[config.mk]
export PLATFORM = sky130hd
export DESIGN_NAME = binary_to_decimal_256_top
export DESIGN_NICKNAME = d
export VERILOG_FILES = /design/src/sv/b2d256_pkg.sv /design/src/sv/binary_to_decimal_256_top.sv
export SDC_FILE = /design/constraint.sdc
export NUM_CORES = 2
export LEC_CHECK = 0
export ABC_AREA = 1
export BUFFER_PORTS_ARGS = -buffer_cell sky130_fd_sc_hd__buf_4
export CAP_MARGIN = 20
export CORE_UTILIZATION = 33
export CTS_BUF_LIST = sky130_fd_sc_hd__clkbuf_16
export DETAILED_ROUTE_END_ITERATION = 8
export PLACE_DENSITY = 0.5
export SKIP_CTS_REPAIR_TIMING = 1
export SLEW_MARGIN = 15
export SYNTH_ARGS = -nofsm -noshare
export SYNTH_HDL_FRONTEND = slang
export SYNTH_SLANG_ARGS = --single-unit
[constraint.sdc]
create_clock -name clk_i -period 2.1 [get_ports clk_i]
set_input_delay 0.42 -clock clk_i [delete_from_list [all_inputs] [get_ports clk_i]]
set_output_delay 0.42 -clock clk_i [all_outputs]
set_load 0.05 [all_outputs]
[src/sv/b2d256_pkg.sv]
// Shared constants for the 256-bit binary to decimal converter.
// No dependencies.
`timescale 1ns / 1ps

package b2d256_pkg;

  // Width of one input limb.
  localparam int unsigned LimbW = 64;

  // Width of one BCD digit.
  localparam int unsigned DigitW = 4;

  // Smallest digit that needs the add-three correction before a shift.
  localparam logic [DigitW-1:0] DabbleMin = 4'd5;

  // Amount added to a digit that is five or more.
  localparam logic [DigitW-1:0] DabbleAdd = 4'd3;

endpackage

[src/sv/binary_to_decimal_256_top.sv]
// Top level of the binary to decimal converter: limb collection, bit-serial
// double-dabble conversion, leading-zero trim and digit-pair emission.
// Depends on b2d256_pkg.
`timescale 1ns / 1ps

//  channel | direction | beat fields                                    | handshake
//  --------+-----------+------------------------------------------------+----------------------
//  in      | input     | limb_i, last_limb_i                            | in_valid_i/in_ready_o
//  out     | output    | high_digit_o, low_digit_o, pair_full_o,        | out_valid_o/out_ready_i
//          |           | last_pair_o                                    |
//
// A limb without the last flag is shifted into the limb register. The last limb
// starts a conversion of all LIMB_COUNT*64 value bits, one value bit shifted into
// the BCD register per cycle, followed by a trim that strips up to MAX_DIGITS-1
// leading zero digits, one digit a cycle, its last step handing over to emission.
// Pairs then leave at one per cycle while the output is taken. Input is
// accepted only between conversions.
// Reset clears the limb register and all control state. A stalled output
// holds its beat and pauses the emission.

module binary_to_decimal_256_top
  import b2d256_pkg::*;
#(
  parameter int unsigned LIMB_COUNT = 4,
  parameter int unsigned MAX_DIGITS = 78
) (
  input  logic              clk_i,
  input  logic              rst_ni,
  input  logic              in_valid_i,
  output logic              in_ready_o,
  input  logic [LimbW-1:0]  limb_i,
  input  logic              last_limb_i,
  output logic              out_valid_o,
  input  logic              out_ready_i,
  output logic [DigitW-1:0] high_digit_o,
  output logic [DigitW-1:0] low_digit_o,
  output logic              pair_full_o,
  output logic              last_pair_o
);

  localparam int unsigned VW = LIMB_COUNT * LimbW;
  localparam int unsigned BW = MAX_DIGITS * DigitW;
  localparam int unsigned CW = $clog2(VW);
  localparam int unsigned RW = $clog2(MAX_DIGITS + 1);
  localparam logic [CW-1:0] LastBit = CW'(VW - 1);
  localparam logic [CW-1:0] OneBit = CW'(1);
  localparam logic [RW-1:0] AllDigits = RW'(MAX_DIGITS);
  localparam logic [RW-1:0] OneDigit = RW'(1);
  localparam logic [RW-1:0] TwoDigits = RW'(2);

  typedef enum logic [1:0] {
    S_IDLE,
    S_CONV,
    S_TRIM,
    S_EMIT
  } state_e;

  state_e            state_q;
  logic [VW-1:0]     value_q;
  logic [BW-1:0]     bcd_q;
  logic              ovf_q;
  logic [CW-1:0]     bit_cnt_q;
  logic [RW-1:0]     remain_q;
  logic              out_valid_q;
  logic [DigitW-1:0] high_digit_q;
  logic [DigitW-1:0] low_digit_q;
  logic              pair_full_q;
  logic              last_pair_q;

  logic [BW-1:0]     bcd_adj;
  logic [BW-1:0]     bcd_shift;
  logic [DigitW-1:0] top_digit;
  logic [DigitW-1:0] next_digit;
  logic              in_fire;
  logic              slot_free;
  logic [RW-1:0]     remain_next;

  // Add-three correction on every digit, then the whole register shifts
  // left by one bit, taking the next value bit at the bottom.
  always_comb begin
    logic [DigitW-1:0] dig;
    dig = '0;
    for (int i = 0; i < MAX_DIGITS; i++) begin
      dig = bcd_q[DigitW*i +: DigitW];
      bcd_adj[DigitW*i +: DigitW] = (dig >= DabbleMin) ? dig + DabbleAdd : dig;
    end
  end

  assign bcd_shift = {bcd_adj[BW-2:0], value_q[VW-1]};

  // The two most significant digits still to be sent.
  assign top_digit  = bcd_q[BW-1 -: DigitW];
  assign next_digit = bcd_q[BW-DigitW-1 -: DigitW];

  // An odd count sends a single digit first, after that two at a time.
  assign remain_next = remain_q - (remain_q[0] ? OneDigit : TwoDigits);

  assign in_ready_o = (state_q == S_IDLE);
  assign in_fire    = in_valid_i && in_ready_o;
  assign slot_free  = !out_valid_q || out_ready_i;

  // Sequencer, datapath registers and output beat.
  always_ff @(posedge clk_i or negedge rst_ni) begin
    if (!rst_ni) begin
      state_q      <= S_IDLE;
      value_q      <= '0;
      bcd_q        <= '0;
      ovf_q        <= 1'b0;
      bit_cnt_q    <= '0;
      remain_q     <= '0;
      out_valid_q  <= 1'b0;
      high_digit_q <= '0;
      low_digit_q  <= '0;
      pair_full_q  <= 1'b0;
      last_pair_q  <= 1'b0;
    end else begin
      // Outside emission a taken beat empties the output register; during
      // emission the emitter decides its next value.
      if (out_valid_q && out_ready_i && (state_q != S_EMIT)) begin
        out_valid_q <= 1'b0;
      end
      unique case (state_q)
        S_IDLE: begin
          if (in_fire) begin
            value_q <= VW'({value_q, limb_i});
            if (last_limb_i) begin
              bcd_q     <= '0;
              ovf_q     <= 1'b0;
              bit_cnt_q <= LastBit;
              state_q   <= S_CONV;
            end
          end
        end
        S_CONV: begin
          // A bit leaving the top digit means more digits than the store holds.
          bcd_q     <= bcd_shift;
          ovf_q     <= ovf_q | bcd_adj[BW-1];
          value_q   <= value_q << 1;
          bit_cnt_q <= bit_cnt_q - OneBit;
          if (bit_cnt_q == '0) begin
            remain_q <= AllDigits;
            state_q  <= S_TRIM;
          end
        end
        S_TRIM: begin
          // Drop leading zeros, keeping at least one digit.
          if (!ovf_q && (top_digit == '0) && (remain_q > OneDigit)) begin
            bcd_q    <= bcd_q << DigitW;
            remain_q <= remain_q - OneDigit;
          end else begin
            state_q <= S_EMIT;
          end
        end
        S_EMIT: begin
          if (slot_free) begin
            out_valid_q <= 1'b1;
            last_pair_q <= (remain_next == '0);
            remain_q    <= remain_next;
            if (remain_q[0]) begin
              high_digit_q <= '0;
              low_digit_q  <= top_digit;
              pair_full_q  <= 1'b0;
              bcd_q        <= bcd_q << DigitW;
            end else begin
              high_digit_q <= top_digit;
              low_digit_q  <= next_digit;
              pair_full_q  <= 1'b1;
              bcd_q        <= bcd_q << (2 * DigitW);
            end
            if (remain_next == '0) begin
              state_q <= S_IDLE;
            end
          end
        end
        default: begin
          state_q <= S_IDLE;
        end
      endcase
    end
  end

  assign out_valid_o  = out_valid_q;
  assign high_digit_o = high_digit_q;
  assign low_digit_o  = low_digit_q;
  assign pair_full_o  = pair_full_q;
  assign last_pair_o  = last_pair_q;

endmodule

==> results_dict.tcl <==
set metrics [dict create \
    syn_area_um2 37800 \
    clock-root-buffer "clkbuf_16" \
    drc 0 \
    synth-main-ff-cell "dfrtp_1" \
    htreeDepth 3 \
    clock_skew_ns 0.0260 \
    grt_pass1_vias 33400 \
    drt_iter0_markers 2176 \
    ir_drop_mv 0.812 \
    synthTopCellsByCount "nand2_1 (1,576), inv_1 (668), o21ai_0 (612)" \
    arrival_ns 1.58 \
    async_flop_share_pct 100 \
    cts_tree "done" \
    overflow 0 \
    diodes 0 \
    antenna_found_initial 0 \
    ff_latch_area_um2 14900 \
    wire_per_inst_um 15.6 \
    drtAntennaViolNets 0 \
    synth_edf_count 0 \
    yosysTopAreaCell "dfrtp_1" \
    place.gp.congestion 0.814 \
    fmax_ghz 0.499 \
    cts_buffers 76 \
    placed_cells 6610 \
    powerDensity_nw_per_um2 1160 \
    setup_viol 0 \
    ys_seq_area_share_pct 39.5 \
    start_util_pct 33.4 \
    crit_type "register to output port" \
    vias_per_cell 5.06 \
    fin_cells 6764 \
    end_kind "output port" \
    path_max_fanout 6 \
    die_h_um 341 \
    dr.pass1.iters 5 \
    leakagePower_nw 19.7 \
    status "finished clean" \
    synth_top_area_share_pct 39.5 \
    yosys_warnings 0 \
    syn_nets 5409 \
    port_buffers 80 \
    dp_hpwl_um 68500 \
    min_period_ns 2.00 \
    layout-drive-gt1-share_pct 6.93 \
    startpoint_type "register" \
    p_total_mw 50.8 \
    die-area_um2 116000 \
    core_area_um2 113000 \
    grt_max_degree 141 \
    grt_usage_pct 18.1 \
    cap_violations 0 \
    required_ns 1.68 \
    fp.dieW_um 341 \
    insertion_delay_ns 0.66 \
    hold_violations 0 \
    synth_area_leaders "dfrtp_1 (40%), nand2_1 (16%), o21ai_0 (8.1%), o211ai_1 (6.8%), inv_1 (6.6%)" \
    grt_first_pass_wirelength_um 176000 \
    hold_class "primary input to register" \
    io-pin-count 81 \
    slew_violations 0 \
    cts_buffer_depth 3 \
    finalNetCount 5444 \
    multi_input_area_um2 19100 \
    fin_crit_sh_pct 95.4 \
    slew_headroom_pct 66.4 \
    netlist-cell-type-count 35 \
    drt_wl_total_um 106000 \
    num_vias 34200 \
    ys_ff_latch 597 \
    clkTransAtPathRegs_ns 0.06 \
    area_growth_pct 15.8 \
    synthCells 5174 \
    fill_cells 11900 \
    rows 123 \
    avgSynthCellArea_um2 7.31 \
    synth_most_common_cell "nand2_1" \
    grt_setup_unrepaired "true" \
    cts.sinks 597 \
    worst_pin_slew_ns 0.503 \
]
-- metrics by stage --
stage	TNS, ns	instance area (um^2)	hold WS (ns)	setup slack, ns	utilization (%)
after global routing	-1.29	43800	0.000294	-0.0497	38.7
after floorplan	0	37800	0.124	0.0892	-
after global placement	0	41100	0.310	0.123	36.3
final	0	43800	0.00671	0.0973	38.7
after CTS	-0.110	43500	-0.421	-0.110	38.4
after detailed placement	0	41100	0.309	0.0711	36.3
-- kinds of logic (layout without fill, tap and decap cells) --
logic type | Yosys count | count (layout) | share of synthesized area [%]
AO/OA/AOI/OAI | 1515 | 1515 | 24.8
XOR/XNOR | 12 | 12 | 0.278
adder cells (fa/ha/maj) | 166 | 166 | 5.49
buffers and inverters | 967 | 1057 | 10.2
flip-flops | 597 | 597 | 39.5
AND/OR/NAND/NOR | 1917 | 1917 | 19.7
-- worst max-delay path: stages (launching register included) --
cell and delay (ns):
dfrtp_1 0.40, inv_1 0.12, ha_4 0.21, buf_6 0.18
-- cell type report --
| cell class | count | share of cell area [%] |
|---|---|---|
| flip-flops and latches | 597 | 34.1 |
| well taps | 1500 | 4.29 |
| clock buffers | 78 | 4.46 |
| multi-input cells | 3610 | 43.6 |
| inverters | 673 | 5.81 |
| repair buffers | 251 | 6.72 |
| clock inverters | 55 | 1.01 |
-- path summary, 6_finish.rpt --
| check | slack, ns | end | start | depth (start not counted) |
|---|---|---|---|---|
| setup / recovery | 0.1 | in_ready_o | state_q[0]$_DFFE_PN0P_ | 3 |
| hold / removal | 0.007 | value_q[15]$_DFFE_PN0P_ | limb_i[15] | 3 |
| setup reg to reg | 0.1 | bcd_q[18]$_DFFE_PN0P_ | state_q[1]$_DFFE_PN0P_ | 9 |
| hold reg to reg | 0.47 | pair_full_o$_DFFE_PN0P_ | pair_full_o$_DFFE_PN0P_ | 2 |
| max in group asynchronous | 1.10 | value_q[217]$_DFFE_PN0P_ | rst_ni | 4 |
| min in group asynchronous | 0.22 | bcd_q[257]$_DFFE_PN0P_ | rst_ni | 2 |
-- sequential cells by signal, indices dropped and copies added (netlist names) --
name,cells
pair_full_o,1
remain_q,7
state_q,2
bcd_q,312
high_digit_o,4
out_valid_o,1
low_digit_o,4
last_pair_o,1
value_q,256
bit_cnt_q,8
ovf_q,1
-- metal layers --
metal  up-vias  wire, um  share of wire [%]  GRT usage [%]
met5         -         0                  0              0
met4         0      2200                2.1           5.22
met3       149      3530                3.3           2.21
met2       548     48700                 46           29.8
met1     16100     51500                 49           24.9
li1      17400         -                  -              -
-- where the power goes --
part | internal [mW] | switching (mW)
sequential | 14.3 | 1.56
combinational | 7.26 | 14.8
clock | 7.36 | 5.49
-- cell usage in the layout, fill, tap and decap left out, drive strengths merged, types with 6 or more instances in the layout --
| cell | count |
|---|---|
| nand2 | 1578 |
| inv | 693 |
| o21ai | 637 |
| dfrtp | 597 |
| o211ai | 343 |
| buf | 230 |
| nor2 | 182 |
| ha | 166 |
| a22oi | 146 |
| a21oi | 134 |
| nand3 | 130 |
| o22ai | 81 |
| clkbuf | 80 |
| o221ai | 76 |
| a31oi | 72 |
| clkinv | 29 |
| dlygate4sd3 | 19 |
| nand4 | 17 |
| o311ai | 13 |
| xor2 | 12 |
| o21bai | 6 |
| a31o | 6 |
| or2 | 6 |
No activity file was read; power rests on OpenSTA's default activity.
